`config.mk`:
```
export PLATFORM = sky130hd
export DESIGN_NAME = scanline_scaler_palette_flat
export DESIGN_NICKNAME = d
export VERILOG_FILES = /design/src/design/ssp_pkg.sv /design/src/design/ssp_if.sv /design/src/design/ssp_ram.sv /design/src/design/scanline_scaler_palette.sv /design/src/flat_wrapper.sv
export SDC_FILE = /design/constraint.sdc
export NUM_CORES = 2
export LEC_CHECK = 0
export BUFFER_PORTS_ARGS = -buffer_cell sky130_fd_sc_hd__buf_4
export CORE_ASPECT_RATIO = 1.2
export CORE_UTILIZATION = 40
export CTS_CLUSTER_SIZE = 10
export DETAILED_ROUTE_END_ITERATION = 6
export PLACE_DENSITY = 0.6
export SLEW_MARGIN = 20
export SYNTH_ARGS = -nofsm -noshare
export SYNTH_HDL_FRONTEND = slang
export SYNTH_HIERARCHICAL = 1
export SYNTH_SLANG_ARGS = --single-unit
```
`constraint.sdc`:
```
create_clock -name clk -period 10.37 [get_ports clk]
set_input_delay 1.037 -clock clk [delete_from_list [all_inputs] [get_ports clk]]
set_output_delay 1.037 -clock clk [all_outputs]
set_load 0.005 [all_outputs]
```
`src/design/ssp_pkg.sv`:
```
package ssp_pkg;

  typedef enum logic [1:0] {
    MODE_PAL_WRITE = 2'd0,
    MODE_DIRECT    = 2'd1,
    MODE_INDEX     = 2'd2,
    MODE_NONE      = 2'd3
  } mode_t;

  localparam int CFG_INDEX_W = 3;
  localparam int CFG_DATA_W  = 11;

  localparam logic [CFG_INDEX_W-1:0] CFG_SRC_WIDTH    = 3'd0;
  localparam logic [CFG_INDEX_W-1:0] CFG_SRC_HEIGHT   = 3'd1;
  localparam logic [CFG_INDEX_W-1:0] CFG_FRAME_WIDTH  = 3'd2;
  localparam logic [CFG_INDEX_W-1:0] CFG_FRAME_HEIGHT = 3'd3;
  localparam logic [CFG_INDEX_W-1:0] CFG_FRAME_STRIDE = 3'd4;

  localparam int STEP_W  = 19;
  localparam int BASE_W  = 22;
  localparam int COL_W   = 12;

  function automatic logic [7:0] rgb332(input logic [15:0] c);
    rgb332 = {c[15:13], c[10:8], c[4:3]};
  endfunction

endpackage

```
`src/design/ssp_if.sv`:
```
interface ssp_in_if;
  import ssp_pkg::*;

  logic        valid;
  logic        ready;
  mode_t       mode;
  logic        first;
  logic [9:0]  line;
  logic [15:0] value;
  logic [7:0]  entry;

  modport source (output valid, output mode, output first, output line, output value,
                  output entry, input ready);
  modport sink (input valid, input mode, input first, input line, input value,
                input entry, output ready);
endinterface

interface ssp_out_if #(
  parameter int ADDR_BITS = 20
);
  logic                 valid;
  logic                 ready;
  logic [ADDR_BITS-1:0] addr;
  logic [7:0]           pixel;
  logic                 last;

  modport source (output valid, output addr, output pixel, output last, input ready);
  modport sink (input valid, input addr, input pixel, input last, output ready);
endinterface

```
`src/design/ssp_ram.sv`:
```
module ssp_ram #(
  parameter int WIDTH = 16,
  parameter int DEPTH = 256
) (
  input  logic                     clk,
  input  logic                     we,
  input  logic [$clog2(DEPTH)-1:0] waddr,
  input  logic [WIDTH-1:0]         wdata,
  input  logic                     re,
  input  logic [$clog2(DEPTH)-1:0] raddr,
  output logic [WIDTH-1:0]         rdata
);

  logic [WIDTH-1:0] mem [DEPTH];

  always_ff @(posedge clk) begin
    if (we) begin
      mem[waddr] <= wdata;
    end
    if (re) begin
      rdata <= mem[raddr];
    end
  end

endmodule

```
`src/design/scanline_scaler_palette.sv`:
```
// Scanline scaler: takes at most one word per cycle and converts each source pixel
// (RGB565 or palette index) to RGB332 with its framebuffer byte address.
// Downsampling and centred copy give at most one result per word and run
// at one word per cycle while the divider is idle and the output is not
// held; pixel doubling gives two results, and the next word is taken only
// as the second leaves the stage register s1. Palette reads go through a
// synchronous RAM; each result passes s1 and then the output register.
// Every configuration write to a defined index starts a bit-serial divider
// that derives the downsampling step; no word is taken while it runs.
module scanline_scaler_palette #(
  parameter int PALETTE_DEPTH = 256,
  parameter int ADDR_BITS     = 20
) (
  input  logic                               clk,
  input  logic                               rst,
  input  logic                               cfg_we,
  input  logic [ssp_pkg::CFG_INDEX_W-1:0]    cfg_index,
  input  logic [ssp_pkg::CFG_DATA_W-1:0]     cfg_data,
  ssp_in_if.sink                             pix_in,
  ssp_out_if.source                          pix_out
);
  import ssp_pkg::*;

  localparam int PAL_AW = $clog2(PALETTE_DEPTH);
  localparam int FULL_W = (ADDR_BITS > BASE_W + 1) ? ADDR_BITS : BASE_W + 1;
  localparam int DIV_CNT_W = $clog2(STEP_W + 1);

  logic [10:0] src_width;
  logic [10:0] src_height;
  logic [9:0]  frame_width;
  logic [8:0]  frame_height;
  logic [10:0] frame_stride;

  logic [STEP_W-1:0]    step_reg;
  logic                 div_pend;
  logic [DIV_CNT_W-1:0] div_cnt;
  logic [STEP_W-1:0]    div_quo;
  logic [9:0]           div_rem;
  logic [9:0]           div_den;
  logic [10:0]          div_trial;
  logic                 div_bit;
  logic [STEP_W-1:0]    div_quo_next;
  logic [9:0]           div_rem_next;
  logic                 busy;

  logic [10:0] src_count;
  logic [18:0] pos_acc;
  logic [9:0]  out_count;

  logic        s1_valid;
  logic        s1_direct;
  logic        s1_idx_ok;
  logic [15:0] s1_value;
  logic [BASE_W-1:0] s1_base;
  logic [COL_W-1:0]  s1_col;
  logic        s1_dbl;
  logic        s1_phase;

  logic        accept;
  logic        is_pixel;
  logic [10:0] sc;
  logic [18:0] pa;
  logic [9:0]  oc;
  logic        in_range;
  logic        down;
  logic        dbl;
  logic        emit;
  logic        centre_v;
  logic [10:0] vdiff;
  logic [10:0] row;
  logic [10:0] hdiff;
  logic [COL_W-1:0]  col;
  logic [BASE_W-1:0] base;
  logic        pal_we;
  logic        pal_re;
  logic [15:0] pal_rdata;
  logic        out_free;
  logic        s1_move;
  logic        s1_done;
  logic [15:0] colour;
  logic [FULL_W-1:0] addr_sum;

  ssp_ram #(.WIDTH(16), .DEPTH(PALETTE_DEPTH)) u_palette (
    .clk   (clk),
    .we    (pal_we),
    .waddr (pix_in.entry[PAL_AW-1:0]),
    .wdata (pix_in.value),
    .re    (pal_re),
    .raddr (pix_in.value[PAL_AW-1:0]),
    .rdata (pal_rdata)
  );

  // Step derivation: restoring division of src_width * 256 by frame_width.
  assign busy      = div_pend || (div_cnt != '0);
  assign div_trial = {div_rem, div_quo[STEP_W-1]};
  assign div_bit   = div_trial >= {1'b0, div_den};
  assign div_rem_next = div_bit ? 10'(div_trial - {1'b0, div_den}) : div_trial[9:0];
  assign div_quo_next = {div_quo[STEP_W-2:0], div_bit};

  always_ff @(posedge clk) begin
    if (rst) begin
      src_width    <= 11'd320;
      src_height   <= 11'd240;
      frame_width  <= 10'd320;
      frame_height <= 9'd240;
      frame_stride <= 11'd320;
      step_reg     <= 19'd256;
      div_pend     <= 1'b0;
      div_cnt      <= '0;
    end else begin
      if (cfg_we) begin
        div_pend <= 1'b1;
        case (cfg_index)
          CFG_SRC_WIDTH:    src_width    <= cfg_data;
          CFG_SRC_HEIGHT:   src_height   <= cfg_data;
          CFG_FRAME_WIDTH:  frame_width  <= cfg_data[9:0];
          CFG_FRAME_HEIGHT: frame_height <= cfg_data[8:0];
          CFG_FRAME_STRIDE: frame_stride <= cfg_data;
          default:          div_pend     <= div_pend;
        endcase
      end else if (div_pend) begin
        div_pend <= 1'b0;
        div_cnt  <= DIV_CNT_W'(STEP_W);
      end else if (div_cnt != '0) begin
        div_cnt <= div_cnt - 1'b1;
        if (div_cnt == DIV_CNT_W'(1)) begin
          step_reg <= div_quo_next;
        end
      end
    end
  end

  always_ff @(posedge clk) begin
    if (div_pend && !cfg_we) begin
      div_quo <= {src_width, 8'd0};
      div_rem <= '0;
      div_den <= (frame_width == '0) ? 10'd1 : frame_width;
    end else if (!cfg_we && (div_cnt != '0)) begin
      div_quo <= div_quo_next;
      div_rem <= div_rem_next;
    end
  end

  // Decision and address terms for the incoming word.
  assign is_pixel = (pix_in.mode == MODE_DIRECT) || (pix_in.mode == MODE_INDEX);
  assign sc       = pix_in.first ? '0 : src_count;
  assign pa       = pix_in.first ? '0 : pos_acc;
  assign oc       = pix_in.first ? '0 : out_count;
  assign in_range = sc < src_width;
  assign down     = src_width > {1'b0, frame_width};
  assign dbl      = {src_width, 1'b0} == {2'b00, frame_width};
  assign emit     = is_pixel && in_range &&
                    (!down || ((oc < frame_width) && (pa[18:8] == sc)));

  assign centre_v = (src_height < {2'b00, frame_height}) && (src_height > 11'd2);
  assign vdiff    = {2'b00, frame_height} - src_height;
  assign row      = {1'b0, pix_in.line} + (centre_v ? {1'b0, vdiff[10:1]} : 11'd0);
  assign base     = {11'd0, row} * {11'd0, frame_stride};
  assign hdiff    = {1'b0, frame_width} - src_width;

  always_comb begin
    if (down) begin
      col = {2'b00, oc};
    end else if (dbl) begin
      col = {sc, 1'b0};
    end else begin
      col = {2'b00, hdiff[10:1]} + {1'b0, sc};
    end
  end

  // Output side.
  assign out_free = !pix_out.valid || pix_out.ready;
  assign s1_move  = s1_valid && out_free;
  assign s1_done  = s1_move && (!s1_dbl || s1_phase);
  assign pix_in.ready = !busy && (!s1_valid || s1_done);
  assign accept   = pix_in.valid && pix_in.ready;

  assign pal_we = accept && (pix_in.mode == MODE_PAL_WRITE) &&
                  ({1'b0, pix_in.entry} < 9'(PALETTE_DEPTH));
  assign pal_re = accept && (pix_in.mode == MODE_INDEX) && emit;

  always_ff @(posedge clk) begin
    if (rst) begin
      src_count <= '0;
      pos_acc   <= '0;
      out_count <= '0;
    end else if (accept && is_pixel) begin
      src_count <= sc + 11'd1;
      if (down && emit) begin
        pos_acc   <= pa + step_reg;
        out_count <= oc + 10'd1;
      end else begin
        pos_acc   <= pa;
        out_count <= oc;
      end
    end
  end

  always_ff @(posedge clk) begin
    if (rst) begin
      s1_valid <= 1'b0;
      s1_phase <= 1'b0;
    end else if (accept && emit) begin
      s1_valid <= 1'b1;
      s1_phase <= 1'b0;
    end else if (s1_done) begin
      s1_valid <= 1'b0;
    end else if (s1_move) begin
      s1_phase <= 1'b1;
    end
  end

  always_ff @(posedge clk) begin
    if (accept && emit) begin
      s1_direct <= pix_in.mode == MODE_DIRECT;
      s1_idx_ok <= {1'b0, pix_in.value[7:0]} < 9'(PALETTE_DEPTH);
      s1_value  <= pix_in.value;
      s1_base   <= base;
      s1_col    <= col;
      s1_dbl    <= !down && dbl;
    end
  end

  assign colour   = s1_direct ? s1_value : (s1_idx_ok ? pal_rdata : 16'd0);
  assign addr_sum = FULL_W'(s1_base) + FULL_W'(s1_col) + FULL_W'(s1_phase);

  always_ff @(posedge clk) begin
    if (rst) begin
      pix_out.valid <= 1'b0;
    end else if (s1_move) begin
      pix_out.valid <= 1'b1;
    end else if (pix_out.ready) begin
      pix_out.valid <= 1'b0;
    end
  end

  always_ff @(posedge clk) begin
    if (s1_move) begin
      pix_out.addr  <= addr_sum[ADDR_BITS-1:0];
      pix_out.pixel <= rgb332(colour);
      pix_out.last  <= !s1_dbl || s1_phase;
    end
  end

endmodule
```
`src/flat_wrapper.sv`:
```
// flat-port wrapper written by rule: the top's interface ports become plain ports
module scanline_scaler_palette_flat import ssp_pkg::*;
#(
  parameter int PALETTE_DEPTH = 256,
  parameter int ADDR_BITS     = 20
)
  (clk, rst, cfg_we, cfg_index, cfg_data, pix_in_valid, pix_in_mode, pix_in_first, pix_in_line, pix_in_value, pix_in_entry, pix_in_ready, pix_out_valid, pix_out_addr, pix_out_pixel, pix_out_last, pix_out_ready);
  ssp_in_if pix_in_i ();
  ssp_out_if #(.ADDR_BITS(ADDR_BITS)) pix_out_i ();
  input  logic clk;
  input  logic rst;
  input  logic cfg_we;
  input  logic [ssp_pkg::CFG_INDEX_W-1:0] cfg_index;
  input  logic [ssp_pkg::CFG_DATA_W-1:0] cfg_data;
  input wire logic [$bits(pix_in_i.valid)-1:0] pix_in_valid;
  input wire logic [$bits(pix_in_i.mode)-1:0] pix_in_mode;
  input wire logic [$bits(pix_in_i.first)-1:0] pix_in_first;
  input wire logic [$bits(pix_in_i.line)-1:0] pix_in_line;
  input wire logic [$bits(pix_in_i.value)-1:0] pix_in_value;
  input wire logic [$bits(pix_in_i.entry)-1:0] pix_in_entry;
  output wire logic [$bits(pix_in_i.ready)-1:0] pix_in_ready;
  output wire logic [$bits(pix_out_i.valid)-1:0] pix_out_valid;
  output wire logic [$bits(pix_out_i.addr)-1:0] pix_out_addr;
  output wire logic [$bits(pix_out_i.pixel)-1:0] pix_out_pixel;
  output wire logic [$bits(pix_out_i.last)-1:0] pix_out_last;
  input wire logic [$bits(pix_out_i.ready)-1:0] pix_out_ready;
  assign pix_in_i.valid = pix_in_valid;
  assign pix_in_i.mode = pix_in_mode;
  assign pix_in_i.first = pix_in_first;
  assign pix_in_i.line = pix_in_line;
  assign pix_in_i.value = pix_in_value;
  assign pix_in_i.entry = pix_in_entry;
  assign pix_in_ready = pix_in_i.ready;
  assign pix_out_valid = pix_out_i.valid;
  assign pix_out_addr = pix_out_i.addr;
  assign pix_out_pixel = pix_out_i.pixel;
  assign pix_out_last = pix_out_i.last;
  assign pix_out_i.ready = pix_out_ready;
  scanline_scaler_palette #(.PALETTE_DEPTH(PALETTE_DEPTH), .ADDR_BITS(ADDR_BITS)) u_core (.clk(clk), .rst(rst), .cfg_we(cfg_we), .cfg_index(cfg_index), .cfg_data(cfg_data), .pix_in(pix_in_i), .pix_out(pix_out_i));
endmodule
```
==> impl_metrics.tcl <==
set metrics [dict create \
    clk_pin_slew_worst_paths_ps 50 \
    finalHoldViolations 0 \
    drive_above_1_share_pct 15.9 \
    startpoint "u_core/src_height[1]$_SDFFE_PP0P_" \
    vias 52600 \
    cp-start-kind "flip-flop" \
    die-height_um 546 \
    finalPower_w 0.0208 \
    gp_congestion 0.888 \
    io_pins 87 \
    cts_hold_buffers 0 \
    tns_ps 0 \
    synth_warnings 6 \
    cts.sinks 2286 \
    die_w_um 455 \
    vias_per_cell 5.73 \
    root_buffer "clkbuf_16" \
    wl_per_cell_um 26.5 \
    drv_cap 0 \
    synthCells 5995 \
    tritoncts "done" \
    hold_start "u_core/step_reg[2]$_SDFFE_PP0P_" \
    track_usage_pct 19.2 \
    status "finished, final reports clean" \
    cp-end-kind "flip-flop" \
    fp.coreArea_um2 245000 \
    fin_nets 6201 \
    finalCritPeriodShare_pct 87.9 \
    grt_pass1_wl_mm 357 \
    rows 199 \
    reg_top3 "u_core/u_palette/mem: 2048 flops, u_core/pix_out.addr: 20 flops, u_core/s1_base: 20 flops" \
    syn-mean-instance-area_um2 16.5 \
    synth_area_um2 98700 \
    first_iter_violations 4779 \
    cts_max_level 5 \
    io_buffers 84 \
    min_path_type "reg -> reg" \
    powerDensity_nw_per_um2 191 \
    worstPathRequired_ps 10950 \
    finalMaxSlewViolations 0 \
    critical_path_buf_inv_count 7 \
    setup_viol 0 \
    dr.pass1.iters 5 \
    clk-insertion-delay-late_ps 850 \
    slowest_stage "xnor2_1" \
    grt_overflow_total 0 \
    regMostFlops "u_core/u_palette/mem" \
    grt_max_degree 155 \
    r2r-start "u_core/src_height[1]$_SDFFE_PP0P_" \
    largest_reg_flops 2048 \
    dieArea_um2 249000 \
    start_util_pct 40.3 \
    leakagePower_nw 35.7 \
    cp_top_family "adder cells" \
    ant_nets 0 \
    slew_headroom_pct 20.0 \
    post-route-util_pct 44.3 \
    cts.path.max_buffers 4 \
    place_hpwl_mm 151 \
    drc 0 \
    cp.arrival_ps 9700 \
    postRouteWirelength_mm 243 \
    rsz0062_at_grt "false" \
    worst_slew_pin_slew_ps 1200 \
    fmax_ghz 0.110 \
    worst-setup-path-type "reg -> reg" \
    first_global_vias 52942 \
    post_cts_resized 0 \
    antenna_found_initial 4 \
    synth_nets 6293 \
    cp_common_cell "inv_1" \
    critPathMaxStageDelay_ps 890 \
    fin_skew_ps 59.9 \
    ir_worst_vdd_v 0.000123 \
    syn_to_final_growth_pct 10.0 \
    numCtsBuffers 274 \
    post_cts_buffers 0 \
    worstPathMaxFanout 11 \
    period_minus_slack_ps 9110 \
]
## through the flow
| stage | cell area, um^2 | setup slack (ps) | hold WS, ps | std cells |
|---|---|---|---|---|
| 2_1_floorplan | 98700 | 2280 | 441 | 5995 |
| 3_3_place_gp | 101000 | 1270 | 452 | 8842 |
| 3_5_place_dp | 101000 | 1270 | 459 | 8842 |
| 4_1_cts | 109000 | 1260 | 462 | 9169 |
| 5_1_grt | 109000 | 589 | 491 | 9172 |
| 6_report | 109000 | 1260 | 467 | 9172 |
## tightest hold or removal path: stages, from the launching register on
cell and delay (ps):
dfxtp_1 310, nand2_1 50, a21oi_1 50
## layout make-up
class	count	area [um^2]
fillers	21085	136000
flip-flops and latches	2286	67300
clock inverters	21	194
multi-input cells	2983	27800
well taps	3216	4020
diodes	2	5.00
clock buffers	306	7190
repair buffers	164	1410
inverters	194	731
## layer usage
layer / track usage (%) / wire [um] / vias to the layer above
met2: 32.6 / 121000 / 1790
met4: 6.47 / 7820 / 4
met3: 2.80 / 14300 / 403
met5: 0 / 27 / -
li1: - / - / 22919
met1: 25.2 / 99400 / 27484
## layout by cell type (no fill, tap or decap), types with 79 or more instances in the layout
cell type  count
clkbuf_16    283
o21ai_0      103
inv_1        191
nor3_1        79
mux4_2       400
nor2_1       378
edfxtp_1    2148
fa_1          87
o221ai_1     130
nand2_1      263
dfxtp_1      138
a21oi_1      241
mux2i_1      311
buf_4        146
ha_1         155
## final timing paths
kind	slack, ps	endpoint	cells past startpoint
min	470	u_core/step_reg[2]$_SDFFE_PP0P_	2
max	1260	u_core/s1_base[19]$_DFFE_PP_	37
min reg2reg	470	u_core/step_reg[2]$_SDFFE_PP0P_	2
max reg2reg	1260	u_core/s1_base[19]$_DFFE_PP_	37
## where the power goes
group / total [W] / switching (W) / internal (W) / leakage [nW]
clock network: 0.00829 / 0.00343 / 0.00485 / 3.61
logic: 0.00211 / 0.00131 / 0.000801 / 11.6
registers: 0.0104 / 0.0000819 / 0.0103 / 20.4
total: 0.0208 / 0.00483 / 0.0159 / 35.7
Note: power is estimated with default switching activity, not from simulation.
